File: src/sv/bmf_pkg.sv
// ----------------------------------------------------------------------------
// bmf_pkg
// Shared constants, request types and codes for the clipped 11x11 box mean
// filter.
// ----------------------------------------------------------------------------
package bmf_pkg;

    // window geometry
    localparam int RADIUS     = 5;
    localparam int WIN_SIZE   = 2 * RADIUS + 1;
    localparam int MAX_COUNT  = WIN_SIZE * WIN_SIZE;
    localparam int MAX_WIDTH  = 4096;
    localparam int MAX_HEIGHT = 4096;

    // field and counter widths
    localparam int PIX_W    = 16;
    localparam int DIM_W    = 13;
    localparam int CFG_W    = 13;
    localparam int CFG_IDX_W = 1;
    localparam int COL_W    = $clog2(MAX_WIDTH);
    localparam int OROW_W   = $clog2(MAX_HEIGHT);
    localparam int ROW_W    = $clog2(MAX_HEIGHT + 2 * WIN_SIZE);
    localparam int CS_W     = 20;
    localparam int WS_W     = 23;
    localparam int CNT_W    = $clog2(MAX_COUNT + 1);
    localparam int SPAN_W   = $clog2(WIN_SIZE + 1);
    localparam int DIFF_W   = 15;
    localparam int J_W      = $clog2(RADIUS + 1);

    // line store: one row slot per window row
    localparam int SLOT_W     = $clog2(WIN_SIZE);
    localparam int LINE_DEPTH = WIN_SIZE * MAX_WIDTH;
    localparam int LINE_AW    = SLOT_W + COL_W;

    // column sums: banks hold successive row versions
    localparam int BANK_W   = 3;
    localparam int CS_DEPTH = (1 << BANK_W) * MAX_WIDTH;
    localparam int CS_AW    = BANK_W + COL_W;

    // divider: quotient bits produced one per cycle
    localparam int QUO_W  = PIX_W;
    localparam int STEP_W = $clog2(QUO_W);

    // input commands
    localparam logic CMD_PIXEL = 1'b0;
    localparam logic CMD_DRAIN = 1'b1;

    // configuration register indexes
    typedef enum logic [CFG_IDX_W-1:0] {
        CFG_IMAGE_WIDTH  = 1'b0,
        CFG_IMAGE_HEIGHT = 1'b1
    } cfg_index_t;

    typedef struct packed {
        logic             cmd;
        logic [PIX_W-1:0] pixel_value;
    } bmf_in_t;

    typedef struct packed {
        logic [PIX_W-1:0] filtered_pixel;
        logic             frame_last;
    } bmf_out_t;

    typedef struct packed {
        logic             valid;
        logic [WS_W-1:0]  numer;
        logic [CNT_W-1:0] denom;
        logic             last;
    } bmf_div_req_t;

endpackage

File: src/sv/bmf_div.sv
// ----------------------------------------------------------------------------
// bmf_div
// Radix-2 restoring divider for the window mean, one quotient bit per cycle,
// followed by the output register.
// ----------------------------------------------------------------------------
module bmf_div
    import bmf_pkg::*;
(
    input  logic          clk,
    input  logic          rst_n,
    input  bmf_div_req_t  div_req,
    output logic          div_ready,
    output logic          dst_valid,
    input  logic          dst_stall,
    output bmf_out_t      dst_data
);

    typedef enum logic [1:0] {
        D_IDLE,
        D_RUN,
        D_DONE
    } dstate_t;

    localparam int REM_W = WS_W - QUO_W;

    dstate_t             dstate_reg, dstate_next;
    logic [STEP_W-1:0]   step_reg,   step_next;
    logic                out_valid_reg, out_valid_next;
    logic [REM_W-1:0]    rem_reg,    rem_next;
    logic [QUO_W-1:0]    quo_reg,    quo_next;
    logic [CNT_W-1:0]    den_reg,    den_next;
    logic                last_reg,   last_next;
    bmf_out_t            out_reg,    out_next;

    logic [REM_W:0]      trial;
    logic                ge;
    logic [REM_W:0]      diff_val;
    logic                load_out;

    // one restoring step
    assign trial    = {rem_reg, quo_reg[QUO_W-1]};
    assign ge       = trial >= (REM_W + 1)'(den_reg);
    assign diff_val = trial - (REM_W + 1)'(den_reg);
    assign load_out = (dstate_reg == D_DONE) && (!out_valid_reg || !dst_stall);

    assign div_ready = dstate_reg == D_IDLE;
    assign dst_valid = out_valid_reg;
    assign dst_data  = out_reg;

    always_comb
    begin
        dstate_next    = dstate_reg;
        step_next      = step_reg;
        out_valid_next = out_valid_reg;
        rem_next       = rem_reg;
        quo_next       = quo_reg;
        den_next       = den_reg;
        last_next      = last_reg;
        out_next       = out_reg;
        if (out_valid_reg && !dst_stall)
        begin
            out_valid_next = 1'b0;
        end
        case (dstate_reg)
            D_IDLE:
            begin
                // quotient fits in 16 bits, so the top bits start as remainder
                if (div_req.valid)
                begin
                    rem_next    = div_req.numer[WS_W-1:QUO_W];
                    quo_next    = div_req.numer[QUO_W-1:0];
                    den_next    = div_req.denom;
                    last_next   = div_req.last;
                    step_next   = '0;
                    dstate_next = D_RUN;
                end
            end
            D_RUN:
            begin
                rem_next  = ge ? REM_W'(diff_val) : REM_W'(trial);
                quo_next  = {quo_reg[QUO_W-2:0], ge};
                step_next = step_reg + STEP_W'(1);
                if (step_reg == STEP_W'(QUO_W - 1))
                begin
                    dstate_next = D_DONE;
                end
            end
            D_DONE:
            begin
                if (load_out)
                begin
                    out_next.filtered_pixel = quo_reg;
                    out_next.frame_last     = last_reg;
                    out_valid_next          = 1'b1;
                    dstate_next             = D_IDLE;
                end
            end
            default:
            begin
                dstate_next = D_IDLE;
            end
        endcase
    end

    // control and output valid
    always_ff @(posedge clk or negedge rst_n)
    begin
        if (!rst_n)
        begin
            dstate_reg    <= D_IDLE;
            step_reg      <= '0;
            out_valid_reg <= 1'b0;
        end
        else
        begin
            dstate_reg    <= dstate_next;
            step_reg      <= step_next;
            out_valid_reg <= out_valid_next;
        end
    end

    // datapath and output payload
    always_ff @(posedge clk)
    begin
        rem_reg  <= rem_next;
        quo_reg  <= quo_next;
        den_reg  <= den_next;
        last_reg <= last_next;
        out_reg  <= out_next;
    end

endmodule

File: config.mk
export PLATFORM = sky130hd
export DESIGN_NAME = bmf_div
export DESIGN_NICKNAME = d
export VERILOG_FILES = /design/src/sv/bmf_pkg.sv /design/src/sv/bmf_div.sv
export SDC_FILE = /design/constraint.sdc
export NUM_CORES = 1
export LEC_CHECK = 0
export BUFFER_PORTS_ARGS = -buffer_cell sky130_fd_sc_hd__buf_2
export CORE_UTILIZATION = 40
export DETAILED_ROUTE_END_ITERATION = 6
export PLACE_DENSITY = 0.68
export SETUP_SLACK_MARGIN = 0.3
export SLEW_MARGIN = 15
export SYNTH_ARGS = -nofsm -noshare
export SYNTH_HDL_FRONTEND = slang
export SYNTH_SLANG_ARGS = --single-unit
File: constraint.sdc
create_clock -name clk -period 2.8 [get_ports clk]
set_input_delay 0.14 -clock clk [delete_from_list [all_inputs] [get_ports clk]]
set_output_delay 0.14 -clock clk [all_outputs]
set_load 0.05 [all_outputs]
==> results of run 1 <==
metrics by stage:
stage	instance area (sq um)	std cells	hold slack (ns)
CTS	3000	349	0.000106
finish	3010	350	0.00342
detailed placement	2810	334	-0.0148
floorplan	2450	210	-0.156
global placement	2810	334	-0.0162
global route	3010	350	0.000906
logic make-up after synthesis:
family / count (synthesis) / synth area share [%]
XOR/XNOR: 3 / 1.07
flip-flops: 55 / 65.9
AO/OA/AOI/OAI: 30 / 7.60
adder cells (fa/ha/maj): 9 / 4.90
buffers and inverters: 18 / 2.91
multiplexers: 4 / 1.63
AND/OR/NAND/NOR: 91 / 16.0
layout by cell type, fill, tap and decap left out, types with 3 or more instances in the layout:
cell type	count
nand2_1	57
buf_2	53
edfxtp_1	48
nor2_1	12
inv_1	11
o21ai_0	8
ha_1	8
dlygate4sd3_1	8
a21oi_1	7
dfrtp_1	7
nand3_1	5
clkbuf_8	5
nor3_1	4
mux2i_1	4
or2_2	3
a31oi_1	3
buf_4	3
layout make-up:
type,count,area [sq um]
Tap cell,75,93.8
Fill cell,555,2910
Inverter,11,41.3
Clock buffer,5,68.8
Multi-Input combinational cell,137,778
Clock inverter,3,46.3
Timing Repair Buffer,64,368
Sequential cell,55,1620
power groups by stage:
stage          registers [mW]  logic [mW]  clock network (mW)
2_1_floorplan            1.37       0.860                   0
3_3_place_gp             1.40        1.05                   0
3_5_place_dp             1.41        1.09                   0
4_1_cts                  1.40        1.09               0.556
5_1_grt                  1.43        1.25               0.590
6_report                 1.40        1.09               0.546
final timing paths:
path	from	end	slack, ns	cells after the start
min reg2reg	last_reg	dst_data[0]	0.44	0
max in group asynchronous	rst_n	step_reg[0]	2.46	2
min	div_req[7]	den_reg[6]	0.003	1
max reg2reg	quo_reg[15]	rem_reg[4]	0.38	8
max	quo_reg[15]	rem_reg[4]	0.38	8
min in group asynchronous	rst_n	step_reg[1]	0.18	2
repair_timing:
action                                 4_1_cts  5_1_grt
hold buffers                                 7        1
endpoints found under the hold margin       13        1
resized for setup                            0        1
setup endpoints to repair                    0        4
metal layers:
layer / routed length, microns / vias to the layer above / part of all wire, %
li1: - / 858 / -
met1: 2110 / 802 / 46
met2: 2250 / 38 / 49
met3: 190 / 4 / 4.1
met4: 48 / 0 / 1.0
met5: 0 / - / 0
==> impl_metrics.tcl, run 1 <==
set metrics [dict create \
    startpoint_kind_of_the_worst_setup_timing_path "flop" \
    final.setup.tns_ns 0 \
    internal_power_mw 2.00 \
    die_width_microns 80.3 \
    critical_path.n_buffers_inverters 1 \
    max-clock-path-buffers 2 \
    grt_max_degree 30 \
    setup.worst_path.class "reg -> reg" \
    routedWlPerCell_microns 13.1 \
    slew_headroom_pct 36.9 \
    post_cts.repair.setup_buffers 0 \
    netlist.area_leader.share_pct 58.7 \
    groute.layer.met3.usage_pct 3.18 \
    clock-sinks 55 \
    clk_pin_slew_ns 0.10 \
    critPathRequiredTime_ns 2.98 \
    synthArstFlopShare_pct 12.7 \
    via_count_of_the_first_global_routing_pass 1619 \
    core-area_sq_mm 0.00592 \
    grt_overflow_total 0 \
    post-route-period-util_pct 86.5 \
    power_switching_mw 1.04 \
    final_antenna_net_count 0 \
    slowest_cell_on_the_critical_path "or4_1" \
    tritoncts.num_buffers 5 \
    area_growth_pct 22.8 \
    postLayoutCoreUtil_pct 50.9 \
    placement.setup.worst_slack_ns 0.417 \
    detailroute.via_count 1702 \
    number_of_input_and_output_port_buffers_inserted 53 \
    mean_area_per_synthesized_cell_sq_um 11.7 \
    rsz0062_at_grt "yes" \
    post-synth-top-area-cell "edfxtp_1" \
    clk_skew_ns 0.00533 \
    max_cap_viol_count 0 \
    critical_path.top_delay_family "simple AND/OR/NAND/NOR gates" \
    cts_max_level 2 \
    totalPowerFinal_mw 3.04 \
    min-delay-path-class "in -> reg" \
    synth_cells 210 \
    grt_pass1_wl_mm 7.42 \
    finalSetupViolCount 0 \
    synthesis.nets 254 \
    initial_utilization_pct 41.4 \
    p_sw_share_pct 34.2 \
    largest_register_ff_count 17 \
    floorplan.die.height_microns 80.3 \
    final-hold-violation-count 0 \
    worst-endpoint-arrival_ns 2.61 \
    critPathMaxFanout 13 \
    routed_wirelength_mm 4.60 \
    gpl.final_weighted_congestion 0.773 \
    netlist_area_sq_mm 0.00245 \
    die_area_sq_mm 0.00645 \
    post_route_cells_drive_above_1_share_pct 26.5 \
    met1_usage_pct 20.1 \
    finalWorstSetupSlack_ns 0.378 \
    power_frac_comb_pct 36.0 \
    synth_top_flop_cell "edfxtp_1" \
    fp_rows 28 \
    endpoint_kind "flop" \
    use_met2_pct 25.4 \
    detailedRoute.firstIterationViolations 62 \
    tightest_slew_ns 0.947 \
    tritoncts_clock_tree "built" \
    firstDrtPassIters 4 \
    ys_ff_latch 55 \
    power_frac_seq_pct 46.1 \
    post-dp-hpwl_mm 3.35 \
    synth_most_common_cell "nand2_1" \
    run_status "finished, final reports clean" \
    antenna_found_initial 0 \
    viasPerCell 4.86 \
    clk_latency_ns 0.31 \
    drv_slew 0 \
    cp_cell_sequence "inv_1, ha_1, fa_1, nand2b_2, a211oi_2, nor3_4, or4_1, nand3_1" \
    route.detailed.drc 0 \
    power_frac_clock_pct 18.0 \
    n_antenna_cell 0 \
    grtUsageTotal_pct 15.2 \
    synth_edf_count 48 \
    netlist_top_cells_count "nand2_1, edfxtp_1, nor2_1" \
    final_period_minus_worst_setup_slack_ns 2.42 \
    synth.top_cells.by_area "edfxtp_1, nand2_1, dfrtp_1" \
    grt_busiest_layer "met2" \
    floorplan.io_pins 54 \
    synth.distinct_cells 34 \
    power_per_cell_area_mw_per_mm2 1010 \
    fmax_mhz 413 \
    nNetsFinal 318 \
    irDropWorstVdd_uv 392 \
    worst_path_largest_cell_delay_ns 0.53 \
    total_leakage_power_nw 1.29 \
    ys.warnings.count 0 \
    yosysSeqAreaShare_pct 65.9 \
    cts_root_buf "clkbuf_8" \
]
(Power assumes the default switching activity.)
==> run 2: changes to the inputs <==
Settings changed: PLACE_DENSITY 0.68 to 0.7.
Clock period 2.8 ns to 2.11 ns, I/O delays scaled along.
==> impl_metrics.tcl, run 2 (synthesized netlist as in run 1, its figures left out) <==
set metrics [dict create \
    area_growth_pct 30.6 \
    final-hold-violation-count 0 \
    min-delay-path-class "in -> reg" \
    slowest_cell_on_the_critical_path "or4_1" \
    firstDrtPassIters 4 \
    cts_root_buf "clkbuf_8" \
    clk_pin_slew_ns 0.10 \
    routedWlPerCell_microns 13.4 \
    core-area_sq_mm 0.00592 \
    layout_common_cells "nand2_1, buf_2, edfxtp_1, buf_4, inv_1" \
    endpoint_kind "flop" \
    cp-endpoint "rem_reg[4]" \
    viasPerCell 4.79 \
    route.detailed.drc 0 \
    gpl.final_weighted_congestion 0.802 \
    irDropWorstVdd_uv 678 \
    initial_utilization_pct 41.4 \
    most_frequent_standard_cell_in_the_layout_excluding_fill_and_tap_cells "nand2_1" \
    detailedRoute.firstIterationViolations 86 \
    max-clock-path-buffers 2 \
    max_cap_viol_count 0 \
    cp_cell_sequence "inv_1, ha_2, fa_2, nand2b_4, a211oi_4, nor3_4, or4_1, nand3_1" \
    r2r_cells 8 \
    regToRegStartpoint "quo_reg[15]" \
    floorplan.io_pins 54 \
    tritoncts.num_buffers 5 \
    critPathMaxFanout 8 \
    post-dp-hpwl_mm 3.37 \
    postLayoutCoreUtil_pct 54.1 \
    detailroute.via_count 1764 \
    slew_headroom_pct 62.2 \
    dpl.cell_count 346 \
    setup.worst_path.class "reg -> reg" \
    num-fill-cells 503 \
    power_frac_comb_pct 43.5 \
    final_period_minus_worst_setup_slack_ns 2.17 \
    area.sequential_sq_mm 0.00162 \
    routed_wirelength_mm 4.93 \
    timing.reg2reg.setup_slack_ns -0.06 \
    finalSetupViolCount 4 \
    cp.depth 8 \
    crit_start "quo_reg[15]" \
    r2r_end "rem_reg[4]" \
    worst_path_largest_cell_delay_ns 0.48 \
    via_count_of_the_first_global_routing_pass 1650 \
    p_sw_share_pct 35.8 \
    power_frac_clock_pct 14.3 \
    finalWorstSetupSlack_ns -0.0618 \
    power_per_cell_area_mw_per_mm2 1370 \
    post-route-period-util_pct 103 \
    cts_max_level 2 \
    grt_overflow_total 0 \
    final_antenna_net_count 0 \
    grt_max_degree 24 \
    drv_slew 0 \
    rsz0062_at_grt "yes" \
    tritoncts_clock_tree "built" \
    final_cell_count_no_fill 368 \
    clock-sinks 55 \
    nNetsFinal 336 \
    power_switching_mw 1.57 \
    n_antenna_cell 0 \
    fmax_mhz 460 \
    critical_path.top_delay_family "simple AND/OR/NAND/NOR gates" \
    internal_power_mw 2.82 \
    power_frac_seq_pct 42.2 \
    grtUsageTotal_pct 16.2 \
    floorplan.die.height_microns 80.3 \
    total_leakage_power_nw 1.38 \
    startpoint_kind_of_the_worst_setup_timing_path "flop" \
    worst-endpoint-arrival_ns 2.36 \
    tightest_slew_ns 0.565 \
    critPathRequiredTime_ns 2.30 \
    die_area_sq_mm 0.00645 \
    die_width_microns 80.3 \
    largest_register_ff_count 17 \
    critical_path.n_buffers_inverters 1 \
    post_route_cells_drive_above_1_share_pct 36.2 \
    fp_rows 28 \
    clk_skew_ns 0.0114 \
    number_of_input_and_output_port_buffers_inserted 53 \
    failed_checks "setup timing" \
    antenna_found_initial 0 \
    grt_pass1_wl_mm 7.68 \
    hold_path_depth 3 \
    clk_latency_ns 0.32 \
    run_status "finished, violations left" \
    total_area_of_multi_input_combinational_cells_sq_um 843 \
]
-- run 2: routing by layer --
| metal | up-vias | wire length [microns] | share of wire (%) | track usage, % |
|---|---|---|---|---|
| li1 | 894 | - | - | - |
| met1 | 820 | 2280 | 46 | 21.3 |
| met2 | 45 | 2320 | 47 | 25.6 |
| met3 | 5 | 253 | 5.1 | 4.32 |
| met4 | 0 | 75 | 1.5 | 6.25 |
| met5 | - | 0 | 0 | 0 |
-- run 2: cell type report --
cell class	instances	area share, %
timing repair buffer	81	15.7
inverter	11	1.41
clock buffer	5	2.15
tap	75	2.93
sequential	55	50.4
timing repair inverter	1	0.234
multi-input combinational	137	26.3
clock inverter	3	0.859
-- run 2: power groups by stage --
stage / clock network (mW) / logic [mW] / registers, mW
after floorplan: 0 / 1.18 / 1.83
after global placement: 0 / 1.62 / 1.86
after detailed placement: 0 / 1.68 / 1.87
after CTS: 0.632 / 1.78 / 1.85
after global routing: 0.678 / 2.12 / 1.89
final: 0.629 / 1.91 / 1.86
-- run 2: worst min path at each step --
stage                     slack (ns)            end      start
after global placement         -0.05  dstate_reg[0]      rst_n
after floorplan                -0.19      dst_valid      rst_n
after detailed placement       -0.05  dstate_reg[1]      rst_n
final                           0.04      dst_valid  dst_stall
after global routing            0.03      dst_valid  dst_stall
after CTS                       0.04      dst_valid  dst_stall
-- run 2: per-stage QoR --
step / power, mW / setup WS (ns) / cell area, sq um / TNS, ns / hold WS [ns]
after global placement: 3.48 / -0.00660 / 2920 / -0.00660 / -0.0522
after CTS: 4.26 / -0.0572 / 3140 / -0.0838 / 0.0374
final: 4.40 / -0.0618 / 3200 / -0.152 / 0.0427
after floorplan: 3.01 / 0.0679 / 2480 / 0 / -0.190
after detailed placement: 3.55 / -0.0624 / 2920 / -0.0627 / -0.0471
after global routing: 4.69 / -0.156 / 3200 / -0.705 / 0.0346
-- run 2: what timing repair did --
item / 4_1_cts / 5_1_grt
pin swaps: 3 / 7
setup endpoints to repair: 8 / 31
gates resized for setup: 4 / 12
hold buffers: 9 / 0
setup buffers: 2 / 2
cloned: 0 / 1
hold endpoints to repair: 15 / 0
-- run 2: worst min-delay path, cell delays in order --
cell     delay (ns)
buf_2          0.10
nand2_1        0.07
nand2_1        0.05
==> run 3: changes to the inputs <==
Settings changed: RECOVER_POWER set to 25.
==> impl_metrics.tcl, run 3 (synthesized netlist as in run 1, its figures left out) <==
set metrics [dict create \
    total_area_of_multi_input_combinational_cells_sq_um 843 \
    tritoncts_clock_tree "built" \
    cts_root_buf "clkbuf_8" \
    cp-endpoint "rem_reg[4]" \
    gpl.final_weighted_congestion 0.802 \
    via_count_of_the_first_global_routing_pass 1650 \
    dpl.cell_count 346 \
    clk_pin_slew_ns 0.10 \
    failed_checks "setup timing" \
    post_route_cells_drive_above_1_share_pct 35.8 \
    crit_start "quo_reg[15]" \
    fp_rows 28 \
    max-clock-path-buffers 2 \
    slew_headroom_pct 62.2 \
    regToRegStartpoint "quo_reg[15]" \
    area_growth_pct 30.5 \
    critPathRequiredTime_ns 2.30 \
    area.sequential_sq_mm 0.00162 \
    drv_slew 0 \
    firstDrtPassIters 4 \
    die_width_microns 80.3 \
    clk_latency_ns 0.32 \
    final_antenna_net_count 0 \
    floorplan.io_pins 54 \
    cts_max_level 2 \
    antenna_found_initial 0 \
    r2r_end "rem_reg[4]" \
    grtUsageTotal_pct 16.2 \
    routedWlPerCell_microns 13.4 \
    post-route-period-util_pct 103 \
    power_per_cell_area_mw_per_mm2 1370 \
    die_area_sq_mm 0.00645 \
    nNetsFinal 336 \
    r2r_cells 8 \
    post-dp-hpwl_mm 3.37 \
    startpoint_kind_of_the_worst_setup_timing_path "flop" \
    total_leakage_power_nw 1.38 \
    most_frequent_standard_cell_in_the_layout_excluding_fill_and_tap_cells "nand2_1" \
    detailroute.via_count 1764 \
    clock-sinks 55 \
    initial_utilization_pct 41.4 \
    final_cell_count_no_fill 368 \
    fmax_mhz 460 \
    finalWorstSetupSlack_ns -0.0618 \
    layout_common_cells "nand2_1, buf_2, edfxtp_1, buf_4, inv_1" \
    largest_register_ff_count 17 \
    core-area_sq_mm 0.00592 \
    final-hold-violation-count 0 \
    final_period_minus_worst_setup_slack_ns 2.17 \
    critPathMaxFanout 8 \
    min-delay-path-class "in -> reg" \
    route.detailed.drc 0 \
    grt_overflow_total 0 \
    number_of_input_and_output_port_buffers_inserted 53 \
    n_antenna_cell 0 \
    viasPerCell 4.79 \
    finalSetupViolCount 4 \
    timing.reg2reg.setup_slack_ns -0.06 \
    grt_max_degree 24 \
    tightest_slew_ns 0.565 \
    detailedRoute.firstIterationViolations 86 \
    rsz0062_at_grt "yes" \
    worst-endpoint-arrival_ns 2.36 \
    tritoncts.num_buffers 5 \
    irDropWorstVdd_uv 678 \
    floorplan.die.height_microns 80.3 \
    num-fill-cells 504 \
    endpoint_kind "flop" \
    routed_wirelength_mm 4.93 \
    setup.worst_path.class "reg -> reg" \
    max_cap_viol_count 0 \
    grt_pass1_wl_mm 7.68 \
    worst_hold_slack_ns 0.0427 \
    clk_skew_ns 0.0114 \
    postLayoutCoreUtil_pct 54.1 \
    run_status "finished, violations left" \
]
run 3: cell count changes in the layout (fill, tap and decap cells not counted):
cell | previous run | this run
clkbuf_1 | 0 | 1
buf_2 | 53 | 52
run 3: repair_timing:
| action | 4_1_cts | 5_1_grt |
|---|---|---|
| resized for setup | 4 | 12 |
| cloned | 0 | 1 |
| setup endpoints to repair | 8 | 31 |
| hold endpoints to repair | 15 | 0 |
| hold buffers | 9 | 0 |
| buffers inserted | 2 | 2 |
| pin swaps | 3 | 7 |
run 3: layout make-up:
type	count	share of cell area, %
Inverter	11	1.41
Clock buffer	5	2.15
Tap cell	75	2.93
Multi-Input combinational cell	137	26.3
Clock inverter	3	0.859
Timing Repair Buffer	81	15.6
Timing Repair inverter	1	0.234
Sequential cell	55	50.5
run 3: worst min-delay path by stage:
stage	startpoint	to	slack (ns)	cells past startpoint
after global placement	rst_n	dstate_reg[0]	-0.05	1
after global routing	dst_stall	dst_valid	0.03	3
final	dst_stall	dst_valid	0.04	3
after floorplan	rst_n	dst_valid	-0.19	0
after CTS	dst_stall	dst_valid	0.04	3
after detailed placement	rst_n	dstate_reg[1]	-0.05	1
run 3: per-layer routing:
layer / wire length [microns] / vias up / GRT usage (%)
met5: 0 / - / 0
met4: 75 / 0 / 6.25
met3: 253 / 5 / 4.32
met2: 2320 / 45 / 25.6
met1: 2280 / 820 / 21.3
li1: - / 894 / -
run 3: worst max-delay path, cell delays in order (launching register included):
cell	delay, ns
edfxtp_1	0.38
inv_1	0.05
ha_2	0.18
fa_2	0.34
nand2b_4	0.16
a211oi_4	0.28
nor3_4	0.10
or4_1	0.48
nand3_1	0.08
run 3: power by group:
part	switching, mW	internal [mW]	leakage, nW
Sequential	0.181	1.67	0.558
Clock	0.382	0.247	0.0467
Combinational	1.01	0.902	0.773
Total	1.57	2.82	1.38
run 3: stage by stage:
step / area [sq um] / setup TNS, ns / worst slack [ns] / power (mW)
2_1_floorplan: 2480 / 0 / 0.0679 / 3.01
3_3_place_gp: 2920 / -0.00660 / -0.00660 / 3.48
3_5_place_dp: 2920 / -0.0627 / -0.0624 / 3.55
4_1_cts: 3140 / -0.0838 / -0.0572 / 4.26
5_1_grt: 3200 / -0.705 / -0.156 / 4.69
6_report: 3200 / -0.152 / -0.0618 / 4.40
